==> config.mk <==
export PLATFORM = sky130hd
export DESIGN_NAME = sefc_front
export DESIGN_NICKNAME = d
export VERILOG_FILES = /design/src/design/sefc_pkg.sv /design/src/design/sefc_front.sv
export SDC_FILE = /design/constraint.sdc
export NUM_CORES = 1
export LEC_CHECK = 0
export ABC_AREA = 1
export BUFFER_PORTS_ARGS = -buffer_cell sky130_fd_sc_hd__buf_2
export CAP_MARGIN = 40
export CELL_PAD_IN_SITES_DETAIL_PLACEMENT = 1
export CELL_PAD_IN_SITES_GLOBAL_PLACEMENT = 1
export CORE_ASPECT_RATIO = 1.2
export CORE_UTILIZATION = 45
export DETAILED_ROUTE_END_ITERATION = 6
export PLACE_DENSITY = 0.86
export SYNTH_ARGS = -nofsm -noshare
export SYNTH_HDL_FRONTEND = slang
export SYNTH_SLANG_ARGS = --single-unit
==> constraint.sdc <==
create_clock -name clk -period 5.4 [get_ports clk]
set_input_delay 0.27 -clock clk [delete_from_list [all_inputs] [get_ports clk]]
set_output_delay 0.27 -clock clk [all_outputs]
set_load 0.02 [all_outputs]
==> src/design/sefc_pkg.sv <==
// Shared types and constants for the STX/ETX frame checker.
`timescale 1ns / 1ps
`default_nettype none

package sefc_pkg;

    // Recognized command bytes
    localparam logic [7:0] CMD_READ_FW     = 8'h51;
    localparam logic [7:0] CMD_READ_STATUS = 8'h52;

    // Reset values of the configuration registers
    localparam logic [7:0] START_BYTE_RST   = 8'h02;
    localparam logic [7:0] END_BYTE_RST     = 8'h03;
    localparam logic [8:0] MIN_FRAME_RST    = 9'd5;
    localparam logic [7:0] UNKNOWN_CODE_RST = 8'hFF;

    // Queue between front and back
    localparam int QUEUE_DEPTH = 4;
    localparam int QPTR_W      = $clog2(QUEUE_DEPTH);
    localparam int QCNT_W      = $clog2(QUEUE_DEPTH + 1);

    localparam int CFG_INDEX_W = 2;
    localparam int CFG_DATA_W  = 9;
    localparam int OUT_DATA_W  = 24;

    typedef enum logic [CFG_INDEX_W-1:0] {
        CFG_START_BYTE   = 2'd0,
        CFG_END_BYTE     = 2'd1,
        CFG_MIN_FRAME    = 2'd2,
        CFG_UNKNOWN_CODE = 2'd3
    } cfg_index_t;

    typedef enum logic [1:0] {
        CID_UNKNOWN     = 2'd0,
        CID_READ_FW     = 2'd1,
        CID_READ_STATUS = 2'd2
    } cid_t;

    typedef enum logic [2:0] {
        VERDICT_OK        = 3'd0,
        VERDICT_SHORT     = 3'd1,
        VERDICT_BAD_START = 3'd2,
        VERDICT_BAD_END   = 3'd3,
        VERDICT_SIZE      = 3'd4,
        VERDICT_CHECKSUM  = 3'd5
    } verdict_t;

    typedef enum logic {
        KIND_PAYLOAD = 1'b0,
        KIND_STATUS  = 1'b1
    } kind_t;

    // One queued result item
    typedef struct packed {
        kind_t      kind;
        logic [7:0] payload_byte;
        cid_t       command_id;
        verdict_t   verdict;
        logic [7:0] payload_count;
    } entry_t;

    // Queue fill status seen by the front and the back
    typedef struct packed {
        logic              full;
        logic              empty;
        logic [QCNT_W-1:0] count;
    } qstat_t;

endpackage

`default_nettype wire

==> src/design/sefc_front.sv <==
// Front end: accepts frame bytes, tracks frame state, emits payload and status items.
`timescale 1ns / 1ps
`default_nettype none

module sefc_front (
    input  wire logic                             clk,
    input  wire logic                             rst_n,
    input  wire logic                             s_tvalid,
    output logic                                  s_tready,
    input  wire logic [7:0]                       s_tdata,
    input  wire logic                             s_tlast,
    input  wire logic                             cfg_we,
    input  wire logic [sefc_pkg::CFG_INDEX_W-1:0] cfg_index,
    input  wire logic [sefc_pkg::CFG_DATA_W-1:0]  cfg_data,
    input  wire sefc_pkg::qstat_t                 qstat,
    output logic                                  push,
    output sefc_pkg::entry_t                      push_entry
);
    import sefc_pkg::*;

    // Configuration registers
    logic [7:0] start_byte_reg;
    logic [7:0] end_byte_reg;
    logic [8:0] min_frame_reg;
    logic [7:0] unknown_code_reg;

    // Per-frame state
    logic [8:0] pos_reg, pos_next;
    logic [7:0] len_reg, len_next;
    logic [7:0] cmd_reg, cmd_next;
    logic [7:0] sum_reg, sum_next;
    logic [7:0] chk_reg, chk_next;
    logic       sm_reg, sm_next;

    logic       accept;

    always_ff @(posedge clk or negedge rst_n)
    begin
        if (!rst_n)
        begin
            start_byte_reg   <= START_BYTE_RST;
            end_byte_reg     <= END_BYTE_RST;
            min_frame_reg    <= MIN_FRAME_RST;
            unknown_code_reg <= UNKNOWN_CODE_RST;
        end
        else if (cfg_we)
        begin
            unique case (cfg_index_t'(cfg_index))
                CFG_START_BYTE:   start_byte_reg   <= cfg_data[7:0];
                CFG_END_BYTE:     end_byte_reg     <= cfg_data[7:0];
                CFG_MIN_FRAME:    min_frame_reg    <= cfg_data;
                CFG_UNKNOWN_CODE: unknown_code_reg <= cfg_data[7:0];
                default:          ;
            endcase
        end
    end

    assign s_tready = !qstat.full;
    assign accept   = s_tvalid && s_tready;

    // Classify the byte and compute the next frame state
    always_comb
    begin
        logic       in_payload;
        logic [7:0] len_eff;
        logic [7:0] cmd_eff;
        logic       sm_eff;
        logic [8:0] len_p1;
        logic [8:0] len_p2;
        logic [9:0] total;
        logic [9:0] len_p4;
        logic [8:0] pos_m1;
        logic [8:0] top;
        logic [8:0] count;
        logic [7:0] code;
        cid_t       cid;
        verdict_t   verdict;

        pos_next = pos_reg;
        len_next = len_reg;
        cmd_next = cmd_reg;
        sum_next = sum_reg;
        chk_next = chk_reg;
        sm_next  = sm_reg;
        push     = 1'b0;
        push_entry = '{kind: KIND_PAYLOAD, payload_byte: 8'd0, command_id: CID_UNKNOWN,
                       verdict: VERDICT_OK, payload_count: 8'd0};

        len_p1     = {1'b0, len_reg} + 9'd1;
        len_p2     = {1'b0, len_reg} + 9'd2;
        in_payload = (pos_reg >= 9'd3) && (pos_reg <= len_p1);

        // Header fields take effect on the byte that carries them
        len_eff = (pos_reg == 9'd1) ? s_tdata : len_reg;
        cmd_eff = (pos_reg == 9'd2) ? s_tdata : cmd_reg;
        sm_eff  = (pos_reg == 9'd0) ? (s_tdata == start_byte_reg) : sm_reg;

        // Status fields
        total  = {1'b0, pos_reg} + 10'd1;
        len_p4 = {2'b0, len_eff} + 10'd4;
        pos_m1 = pos_reg - 9'd1;
        top    = {1'b0, len_eff} + 9'd1;
        if (pos_reg != 9'd0 && pos_m1 < top)
            top = pos_m1;
        count = (top >= 9'd3) ? (top - 9'd2) : 9'd0;

        if (cmd_eff == CMD_READ_FW)
        begin
            cid  = CID_READ_FW;
            code = CMD_READ_FW;
        end
        else if (cmd_eff == CMD_READ_STATUS)
        begin
            cid  = CID_READ_STATUS;
            code = CMD_READ_STATUS;
        end
        else
        begin
            cid  = CID_UNKNOWN;
            code = unknown_code_reg;
        end

        if (total < {1'b0, min_frame_reg})
            verdict = VERDICT_SHORT;
        else if (!sm_eff)
            verdict = VERDICT_BAD_START;
        else if (s_tdata != end_byte_reg)
            verdict = VERDICT_BAD_END;
        else if (len_eff == 8'd0 || total != len_p4)
            verdict = VERDICT_SIZE;
        else if (code + sum_reg != chk_reg)
            verdict = VERDICT_CHECKSUM;
        else
            verdict = VERDICT_OK;

        if (accept)
        begin
            if (s_tlast)
            begin
                // End of frame: report and clear
                push = 1'b1;
                push_entry = '{kind: KIND_STATUS, payload_byte: 8'd0, command_id: cid,
                               verdict: verdict, payload_count: count[7:0]};
                pos_next = 9'd0;
                len_next = 8'd0;
                cmd_next = 8'd0;
                sum_next = 8'd0;
                chk_next = 8'd0;
                sm_next  = 1'b0;
            end
            else
            begin
                len_next = len_eff;
                cmd_next = cmd_eff;
                sm_next  = sm_eff;
                if (pos_reg >= 9'd3 && pos_reg == len_p2)
                    chk_next = s_tdata;
                if (in_payload)
                begin
                    sum_next = sum_reg + s_tdata;
                    push     = 1'b1;
                    push_entry.payload_byte = s_tdata;
                end
                if (pos_reg != 9'h1FF)
                    pos_next = pos_reg + 9'd1;
            end
        end
    end

    always_ff @(posedge clk or negedge rst_n)
    begin
        if (!rst_n)
        begin
            pos_reg <= 9'd0;
            len_reg <= 8'd0;
            cmd_reg <= 8'd0;
            sum_reg <= 8'd0;
            chk_reg <= 8'd0;
            sm_reg  <= 1'b0;
        end
        else
        begin
            pos_reg <= pos_next;
            len_reg <= len_next;
            cmd_reg <= cmd_next;
            sum_reg <= sum_next;
            chk_reg <= chk_next;
            sm_reg  <= sm_next;
        end
    end

endmodule

`default_nettype wire

# Word level (Yosys, flattened, before mapping)
# Index checks and enable logic that the tools add are counted.
[op_classes]
n_eq_ne = 13
add_sub_neg = 10
mux = 31
n_lt_le_gt_ge = 5
n_reduce_logical = 20
[ops]
columns = ["op", "n"]
rows = [
  ["$mux 8", 13],
  ["$mux 9", 3],
  ["$mux 22", 1],
  ["$add 8x1->9 const B", 2],
  ["$ge 9x2->1 const B", 2],
  ["$add 8x8->8", 2],
  ["$eq 8x7->1 const B", 2],
  ["$ne 8x8->1", 2],
  ["$mux 3", 5],
  ["$reduce_and 2->1", 7],
  ["$mux 13", 1],
  ["$add 9x1->10 const B", 1],
  ["$lt 10x9->1", 1],
  ["$ne 10x9->1", 1],
  ["$add 8x2->9 const B", 1],
  ["$add 8x3->9 const B", 1],
  ["$add 9x1->9 const B", 1],
  ["$eq 9x1->1 const B", 1],
  ["$eq 9x2->1 const B", 1],
  ["$eq 9x9->1", 1],
  ["$le 9x9->1", 1],
  ["$logic_not 9->1", 1],
  ["$lt 9x9->1", 1],
  ["$ne 9x9->1 const B", 1],
  ["14 further kinds", 26],
]
[totals]
output_inout_bits = 24
reg_bits = 75
elab_cells = 89

# Depth between registers and ports, before layout
# Gate-level depths: netlist of run 1.
[depth]
word_depth = 14
ltp_mapped = 27
depth_no_buf = 27

# Worst setup path after synthesis of run 1
# No wires, ideal clock.
[synth_path]
path_type = "register to output"
startpoint = "register pos_reg[0]"
endpoint = "output port push_entry[8] (netlist bit)"
path_slack_ns = 1.179
t_arrival_ns = 3.951
t_required_ns = 5.130
path_stages_with_launch = 24
path_buffers = 2
cell_sequence = "dfrtp_1 -> clkbuf_1 -> inv_1 -> ha_1 -> nand3_1 -> buf_2 -> o21ai_0 -> nor3_1 -> nand4_1 -> inv_1 -> nor2_1 -> nor2_1 -> fa_1 -> or2_2 -> a22oi_1 -> nand2_1 -> nor4_1 -> nand4_1 -> nor2_1 -> nand3_1 -> nand2_1 -> nand2_1 -> nand2_1 -> a21oi_1"
[synth_lines]
columns = ["item", "line_no", "text"]
rows = [
  ["from (decl)", "sefc_front.sv:28", "logic [8:0] pos_reg, pos_next;"],
  ["from (signal assigned)", "sefc_front.sv:183", "pos_reg <= pos_next;"],
  ["to (decl)", "sefc_front.sv:17", "output sefc_pkg::entry_t push_entry"],
]

==> metrics.yaml, run 1 <==
yosys:
  async_flop_share: 1.00
  yosysWarnings: 0
  syn-instance-count: 860
  synth_area_per_cell_um2: 7.31
  synth-main-ff-cell: "dfrtp_1"
  synth-edff-count: 0
  ys_seq_area_frac: 0.301
  synth_cell_type_count: 52
  synthesis.area_um2: 6290
  synthesis.nets: 938
  synth_seq_cells: 75
global_routing:
  antenna_found_initial: 0
  grt_pass1_wl_um: 32100
  grt_use_met1: 0.334
  grt_use_met2: 0.510
  use_met3: 0.0427
  grt_max_degree: 40
  busiest_layer: "met2"
  grt_overflow_total: 0
  grt_use_total: 0.290
  grt_pass1_vias: 6280
cts:
  path_clk_slew_ns: 0.06
  cts.sinks: 75
  cts_tree: "built"
  clock_latency_ns: 0.35
  cts_buffers: 9
  root_buffer: "clkbuf_16"
  cts_buffer_depth: 2
  ctsHtreeMaxLevel: 3
outcome:
  run_status: "complete, no violations"
power_and_ir_drop:
  internal_power_mw: 1.53
  p_leak_nw: 3.66
  power_density_nw_per_um2: 400
  sw_frac_of_total: 0.461
  p_seq_frac: 0.266
  combPwrFrac: 0.530
  clkPwrFrac: 0.204
  p_sw_mw: 1.31
  irDropWorstVdd_v: 0.000226
min_path:
  worstHoldStart: "cfg_data[8]"
  hold_class: "primary input to flip-flop"
  worstHoldPathCells: 3
  hold_path_end: "min_frame_reg[8]$_DFFE_PN0P_"
setup_path:
  cp_top_family: "simple AND/OR/NAND/NOR gates"
  endpoint_kind: "primary output"
  cp.required_ns: 5.13
  cp_num_buf_inv: 3
  rrSetupSlack_ns: 1.94
  cp_slowest_stage_delay_ns: 0.49
  cp_common_cell: "nand2_1"
  r2r_cells: 13
  cp_max_fo: 13
  start_kind: "flip-flop"
  criticalPathCategory: "flip-flop to primary output"
  critPathSlowestCell: "dfrtp_1"
  cp.arrival_ns: 5.00
  r2r_end: "sum_reg[4]$_DFFE_PN0P_"
  regToRegStartpoint: "len_reg[2]$_DFFE_PN0P_"
sta:
  finClkSkew_ns: 0.00747
  finalCritPeriodShare: 0.975
  finalMaxSlewViolations: 0
  fin_crit_ns: 5.27
  worst_slew_pin_slew_ns: 0.889
  setup_violations: 0
  fmaxAchievable_mhz: 190
  maxSlewHeadroom: 0.405
  finalHoldViolations: 0
  fin_ws_ns: 0.134
floorplanning:
  start_util: 0.469
  die_x_um: 110
  row_count: 46
  ios: 53
  core_um2: 13400
  die_area_um2: 14500
  dieHeight_um: 131
placement:
  dp_slack_ns: 0.298
  dpl.hpwl_um: 15200
  place_congestion: 0.927
  io_buffers: 48
route:
  drcViolationCount: 0
  drt-total-wl_um: 20200
  routed_via_density: 5.54
  ant_nets: 0
  initialDrtViolationCount: 273
  dr.pass1.iters: 4
  wire_per_inst_um: 18.5
  vias: 6052
cells_and_area:
  seqCellArea_um2: 1890
  multiInputGateArea_um2: 3880
  diodes: 0
  drive_gt1_frac: 0.175
  nNetsFinal: 998
  utilization: 0.528
  final_common_cell: "nand2_1"
  final_cell_mix: "nand2_1 (198), inv_1 (100), o21ai_0 (71), nor2_1 (64), nand3_1 (63)"
  area_delta_synth_final_pct: 12.6
  nFillCells: 1763
flow_run:
  cap_violations: 0
-- cells in the mapped netlist, types with 3 or more instances --
| master | count | area, µm² |
|---|---|---|
| a21oi_1 | 24 | 120 |
| buf_6 | 6 | 67.6 |
| clkbuf_1 | 9 | 33.8 |
| dfrtp_1 | 62 | 1550 |
| dfstp_2 | 13 | 342 |
| ha_1 | 47 | 588 |
| inv_1 | 100 | 375 |
| inv_2 | 8 | 30.0 |
| nand2_1 | 198 | 743 |
| nand2_2 | 16 | 100 |
| nand2_4 | 8 | 90.1 |
| nand3_1 | 64 | 320 |
| nand4_1 | 10 | 62.6 |
| nor2_1 | 66 | 248 |
| nor2_2 | 12 | 75.1 |
| nor2_4 | 4 | 45.0 |
| nor3_1 | 10 | 50.1 |
| nor4_1 | 7 | 43.8 |
| o21a_1 | 6 | 45.0 |
| o21ai_0 | 73 | 365 |
| o21bai_1 | 3 | 22.5 |
| o22ai_1 | 11 | 68.8 |
| or2_2 | 6 | 37.5 |
| xnor2_1 | 12 | 105 |
| xor2_1 | 50 | 438 |
-- power by group through the flow --
stage	registers (mW)	logic [mW]	clock network, mW
6_report	0.753	1.50	0.579
5_1_grt	0.764	1.69	0.601
4_1_cts	0.751	1.48	0.584
3_5_place_dp	0.758	1.46	0
3_3_place_gp	0.754	1.41	0
2_1_floorplan	0.730	1.14	0
-- repair_timing --
item,in CTS,in global routing
pin swaps,0,3
setup buffers,0,7
hold buffers,1,0
hold endpoints to repair,23,0
gates resized for setup,2,5
setup endpoints to repair,2,10
-- area by class of cell --
type | instances | share of cell area
multi-input combinational | 656 | 0.548
timing repair buffer | 66 | 0.0555
clock inverter | 6 | 0.00566
clock buffer | 10 | 0.0338
tap | 168 | 0.0297
inverter | 112 | 0.0603
sequential | 75 | 0.267
-- layer usage --
layer / vias to the layer above / share of wire
li1: 2924 / -
met1: 2910 / 0.40
met2: 153 / 0.52
met3: 65 / 0.035
met4: 0 / 0.046
met5: - / 0
-- worst max-delay path by stage --
stage | start | to | slack (ns) | cells past startpoint
3_3_place_gp | pos_reg[7]$_DFFE_PN0P_ | push_entry[8] | 0.40 | 24
5_1_grt | pos_reg[7]$_DFFE_PN0P_ | push_entry[8] | -0.17 | 25
3_5_place_dp | pos_reg[7]$_DFFE_PN0P_ | push_entry[8] | 0.30 | 24
4_1_cts | pos_reg[7]$_DFFE_PN0P_ | push_entry[8] | 0.08 | 24
2_1_floorplan | pos_reg[0]$_DFFE_PN0P_ | push_entry[8] | 1.18 | 23
6_report | pos_reg[7]$_DFFE_PN0P_ | push_entry[8] | 0.13 | 25
-- stage by stage --
| stage | cells | power (mW) | hold slack (ns) | TNS, ns | cell area [µm²] |
|---|---|---|---|---|---|
| after floorplan | 860 | 1.87 | -0.0256 | 0 | 6290 |
| after global placement | 1068 | 2.16 | 0.464 | 0 | 6690 |
| after detailed placement | 1069 | 2.22 | 0.264 | 0 | 6710 |
| after CTS | 1086 | 2.82 | 0.178 | 0 | 7010 |
| after global routing | 1093 | 3.06 | 0.245 | -0.167 | 7080 |
| final | 1093 | 2.83 | 0.182 | 0 | 7080 |
-- tightest hold or removal path, stage by stage --
cell and delay (ns):
buf_2 0.07, nor2_1 0.03, a21oi_1 0.10
-- logic make-up (layout without fill, tap and decap cells) --
group / count (synthesis) / in the layout / synth area share
and+or+nand+nor: 408 / 408 / 0.300
AOI/OAI and AO/OA: 136 / 136 / 0.125
buffers and inverters: 129 / 194 / 0.0860
DFF: 75 / 75 / 0.301
xor gates and xnor gates: 62 / 62 / 0.0864
adders and majority gates: 49 / 49 / 0.0999
muxes: 1 / 1 / 0.00179
No activity file was read; power rests on OpenSTA's default activity.
==> inputs of run 2 (changes only) <==
==> constraint.sdc (replaced) <==
create_clock -name clk -period 5.4 [get_ports clk]
set_input_delay 0.54 -clock clk [delete_from_list [all_inputs] [get_ports clk]]
set_output_delay 0.54 -clock clk [all_outputs]
set_load 0.02 [all_outputs]
==> run 2 against run 1 <==
  * Count of clock-buffer cells in the layout fell by 1
  * Sequential share of layout area fell by 1.0 points
  * Clock power rose by 24%
  * Setup slack got worse by 0.0016 ns
  * Combinational power rose by 7%
  * Via count rose by 2.2%
  * Wire length rose by 5.4%
  * Cell area rose by 4.1%
  * Critical endpoint unchanged
  * Register-to-register slack barely moved
  * Global-route usage rose by 0.80 points
  * Sequential cell count did not move
  * Utilization rose by 2.2 points
  * Highest routed layer unchanged
==> metrics.yaml, run 2 (same netlist as run 1, synthesis figures left out) <==
outcome:
  run_status: "complete, no violations"
power_and_ir_drop:
  clkPwrFrac: 0.233
  sw_frac_of_total: 0.443
  p_sw_mw: 1.36
  combPwrFrac: 0.522
  power_density_nw_per_um2: 417
  p_leak_nw: 3.78
  irDropWorstVdd_v: 0.000221
  p_seq_frac: 0.245
  internal_power_mw: 1.71
cells_and_area:
  utilization: 0.550
  nNetsFinal: 1014
  diodes: 0
  final_area_um2: 7370
  area_delta_synth_final_pct: 17.2
  drive_gt1_frac: 0.202
  final_cell_mix: "nand2_1 (197), inv_1 (97), o21ai_0 (71), nor2_1 (63), nand3_1 (63)"
  nFillCells: 1727
  seqCellArea_um2: 1890
  multiInputGateArea_um2: 3970
  final_common_cell: "nand2_1"
floorplanning:
  ios: 53
  die_area_um2: 14500
  dieHeight_um: 131
  core_um2: 13400
  row_count: 46
  die_x_um: 110
  start_util: 0.469
setup_path:
  start_kind: "flip-flop"
  cp.arrival_ns: 4.73
  endpoint_kind: "primary output"
  cp_max_fo: 6
  cp.required_ns: 4.86
  criticalPathCategory: "flip-flop to primary output"
  r2r_cells: 13
placement:
  place_congestion: 0.901
  io_buffers: 48
  dpl.hpwl_um: 15300
  dpl_cell_area_um2: 6760
cts:
  cts.sinks: 75
  cts_tree: "built"
  cts_buffers: 9
  ctsHtreeMaxLevel: 3
  hold_buffers: 0
  clock_latency_ns: 0.35
  cts_buffer_depth: 2
  root_buffer: "clkbuf_16"
  path_clk_slew_ns: 0.06
sta:
  holdWs_ns: 0.148
  finalSetupTns_ns: 0
  finalCritPeriodShare: 0.976
  setup_violations: 0
  fin_crit_ns: 5.27
  maxSlewHeadroom: 0.437
  finClkSkew_ns: 0.00596
  finalHoldViolations: 0
  worst_slew_pin_slew_ns: 0.841
  fmaxAchievable_mhz: 190
  rsz0062_at_grt: "true"
  finalMaxSlewViolations: 0
min_path:
  hold_class: "primary input to async pin"
global_routing:
  grt_pass1_wl_um: 32700
  antenna_found_initial: 0
  grt_max_degree: 44
  grt_pass1_vias: 6389
  grt_overflow_total: 0
  grt_use_total: 0.298
route:
  drcViolationCount: 0
  initialDrtViolationCount: 303
  routed_via_density: 5.58
  dr.pass1.iters: 4
  drt-total-wl_um: 21300
  ant_nets: 0
  vias: 6186
  wire_per_inst_um: 19.2
flow_run:
  cap_violations: 0
-- run 2: cell count changes in the layout (fill, tap and decap cells not counted), sizes merged --
cell / delta
clkinvlp: +1
nand3: +1
clkinv: -3
buf: +16
bufinv: +3
dlygate4sd3: -1
clkbuf: -1
-- run 2: metal layers --
metal | wire length, µm | track usage | share of wire
met1 | 8160 | 0.343 | 0.38
met2 | 11200 | 0.524 | 0.53
met3 | 906 | 0.0422 | 0.043
met4 | 1020 | 0.150 | 0.048
met5 | 0 | 0 | 0
-- run 2: worst max-delay path, cell delays in order (launching register included) --
cell     delay (ns)
dfrtp_1        0.39
inv_2          0.12
nand2_2        0.12
nor2_8         0.17
nand3_4        0.13
buf_4          0.17
nand2_1        0.05
o21ai_0        0.13
nor2_1         0.24
nand4_1        0.24
nand2_1        0.12
nand2_1        0.07
ha_1           0.22
fa_1           0.46
or2_2          0.31
a22oi_1        0.17
nand2_1        0.11
nor4_4         0.25
nand4_1        0.14
nor2_2         0.16
nand3_1        0.12
nand2_1        0.11
nand2_1        0.06
nand2_1        0.05
a21oi_1        0.08
buf_2          0.17
-- run 2: layout make-up --
type,count,area share
multi-input combinational,657,0.539
sequential,75,0.257
timing repair buffer,81,0.0699
inverter,112,0.0584
clock buffer,9,0.0306
tap,168,0.0285
clock inverter,7,0.0168
-- run 2: what timing repair did --
action | in CTS | in global routing
pin swaps | 1 | 9
gates cloned | 0 | 1
resized for setup | 6 | 18
endpoints found under the setup margin | 2 | 10
setup buffers | 2 | 15
-- run 2: power by group through the flow --
stage               registers [mW]  logic [mW]  clock network (mW)
floorplan                    0.730        1.14                   0
global placement             0.751        1.41                   0
detailed placement           0.756        1.47                   0
CTS                          0.750        1.50               0.719
global route                 0.762        1.80               0.741
finish                       0.752        1.60               0.716
-- run 2: path summary, 6_finish.rpt --
kind | startpoint | end | slack, ns
hold reg to reg | unknown_code_reg[5]$_DFFE_PN1P_ | unknown_code_reg[5]$_DFFE_PN1P_ | 0.49
max in group asynchronous | rst_n | min_frame_reg[0]$_DFFE_PN1P_ | 4.59
min in group clk | cfg_data[8] | min_frame_reg[8]$_DFFE_PN0P_ | 0.47
hold / removal | rst_n | chk_reg[0]$_DFFE_PN0P_ | 0.15
setup reg to reg | len_reg[2]$_DFFE_PN0P_ | sum_reg[4]$_DFFE_PN0P_ | 1.93
setup / recovery | pos_reg[4]$_DFFE_PN0P_ | push_entry[8] | 0.13
-- run 2: stage by stage --
step           worst slack (ns)  power, mW  std cells
6_report                  0.132       3.07       1109
5_1_grt                  -0.107       3.30       1109
4_1_cts                  0.0284       2.97       1093
3_5_place_dp             0.0718       2.22       1075
3_3_place_gp              0.290       2.17       1074
2_1_floorplan             0.909       1.87        860
==> inputs of run 3 (changes only) <==
clock period = 5.87 ns   (was 5.4 ns; I/O delays follow)
==> run 3 against run 2 <==
  * First-iteration DRC count decreased by 1.3%
  * Clock skew grew 0.00091 ns
  * Largest power group unchanged
  * Critical path depth stayed put
  * Critical path type unchanged
==> metrics.yaml, run 3 (same netlist as run 1, synthesis figures left out) <==
outcome:
  run_status: "complete, no violations"
cells_and_area:
  nNetsFinal: 994
  diodes: 0
  final_cell_mix: "nand2_1 (198), inv_1 (100), o21ai_0 (71), nor2_1 (64), nand3_1 (63)"
  final_area_um2: 7080
  nFillCells: 1781
  drive_gt1_frac: 0.172
  area_delta_synth_final_pct: 12.6
  final_common_cell: "nand2_1"
placement:
  io_buffers: 48
  dpl.hpwl_um: 15000
  place_congestion: 0.958
  dp_slack_ns: 0.425
  dpl_cell_area_um2: 6710
floorplanning:
  row_count: 46
  ios: 53
  die_area_um2: 14500
  die_x_um: 110
  start_util: 0.469
  core_um2: 13400
  dieHeight_um: 131
global_routing:
  grt_overflow_total: 0
  grt_max_degree: 40
  grt_pass1_wl_um: 31200
  grt_pass1_vias: 6093
  grt_use_total: 0.284
  antenna_found_initial: 0
sta:
  finalCritPeriodShare: 0.922
  rsz0062_at_grt: "false"
  finalHoldViolations: 0
  finalSetupTns_ns: 0
  worst_slew_pin_slew_ns: 0.789
  fin_crit_ns: 5.41
  fin_ws_ns: 0.460
  fmaxAchievable_mhz: 185
  finalMaxSlewViolations: 0
  maxSlewHeadroom: 0.472
  holdWs_ns: 0.218
  setup_violations: 0
  finClkSkew_ns: 0.00687
power_and_ir_drop:
  p_sw_mw: 1.18
  irDropWorstVdd_v: 0.000211
  p_leak_nw: 3.65
  internal_power_mw: 1.45
  power_density_nw_per_um2: 371
  combPwrFrac: 0.518
  sw_frac_of_total: 0.448
  clkPwrFrac: 0.219
  power_mw: 2.63
  p_seq_frac: 0.264
setup_path:
  critPathSlowestCell: "dfrtp_1"
  cp_max_fo: 16
  cp_slowest_stage_delay_ns: 0.48
  cp.required_ns: 5.28
  cp.arrival_ns: 4.82
  start_kind: "flip-flop"
  regToRegStartpoint: "len_reg[2]$_DFFE_PN0P_"
  criticalPathCategory: "flip-flop to primary output"
  r2r_cells: 13
  r2r_end: "sum_reg[4]$_DFFE_PN0P_"
  endpoint_kind: "primary output"
  rrSetupSlack_ns: 2.36
route:
  met1_length_um: 8020
  wl_met2_um: 9990
  drt-total-wl_um: 19700
  wire_per_inst_um: 18.0
  drcViolationCount: 0
  routed_via_density: 5.54
  dr.pass1.iters: 5
  routed.top_layer: "met4"
  vias: 6036
  initialDrtViolationCount: 299
  ant_nets: 0
  met3_length_um: 753
cts:
  ctsHtreeMaxLevel: 3
  root_buffer: "clkbuf_16"
  cts_tree: "built"
  clock_latency_ns: 0.34
  cts_buffers: 9
  path_clk_slew_ns: 0.06
  cts.sinks: 75
  cts_buffer_depth: 2
flow_run:
  cap_violations: 0
min_path:
  hold_class: "primary input to async pin"
run 3: layer usage:
metal  vias up  track usage
met2       155        0.490
met1      2918        0.338
met5         -            0
met3        51       0.0387
met4         0        0.142
li1       2912            -
run 3: what timing repair did:
item                                    CTS  global route
endpoints found under the setup margin    1             2
hold buffers                              0             0
cloned                                    0             0
resized for setup                         1             7
pin swaps                                 0             2
setup buffers                             0             5
run 3: through the flow:
stage | utilization | instances
4_1_cts | 0.523 | 1084
2_1_floorplan | - | 860
3_5_place_dp | 0.500 | 1068
3_3_place_gp | 0.499 | 1067
5_1_grt | 0.528 | 1089
6_report | 0.528 | 1089
run 3: area by class of cell:
type | instances | area (µm²) | area share
inverter | 112 | 427 | 0.0603
timing repair buffer | 62 | 360 | 0.0509
sequential | 75 | 1890 | 0.267
multi-input combinational | 656 | 3880 | 0.548
clock buffer | 13 | 260 | 0.0368
tap | 168 | 210 | 0.0297
clock inverter | 3 | 46.3 | 0.00654
run 3: power groups by stage:
stage / clock, mW / combinational (mW) / sequential, mW
global route: 0.600 / 1.53 / 0.702
floorplan: 0 / 1.05 / 0.671
finish: 0.574 / 1.36 / 0.693
global placement: 0 / 1.29 / 0.693
detailed placement: 0 / 1.34 / 0.696
CTS: 0.580 / 1.36 / 0.691
run 3: worst max-delay path, delay by kind of cell (launching register included):
kind | cells | cell delay, ns
XOR/XNOR | 1 | 0.18
flip-flops | 1 | 0.48
AO/OA/AOI/OAI | 2 | 0.68
AND/OR/NAND/NOR | 15 | 1.91
adder cells (fa/ha/maj) | 2 | 0.52
buffers and inverters | 5 | 0.69
run 3: worst max path at each step:
stage,from,end,depth (start not counted)
2_1_floorplan,pos_reg[0]$_DFFE_PN0P_,push_entry[8],23
3_3_place_gp,pos_reg[7]$_DFFE_PN0P_,push_entry[8],24
3_5_place_dp,pos_reg[3]$_DFFE_PN0P_,push_entry[8],24
4_1_cts,pos_reg[3]$_DFFE_PN0P_,push_entry[8],24
5_1_grt,pos_reg[3]$_DFFE_PN0P_,push_entry[8],25
6_report,pos_reg[1]$_DFFE_PN0P_,push_entry[6],25
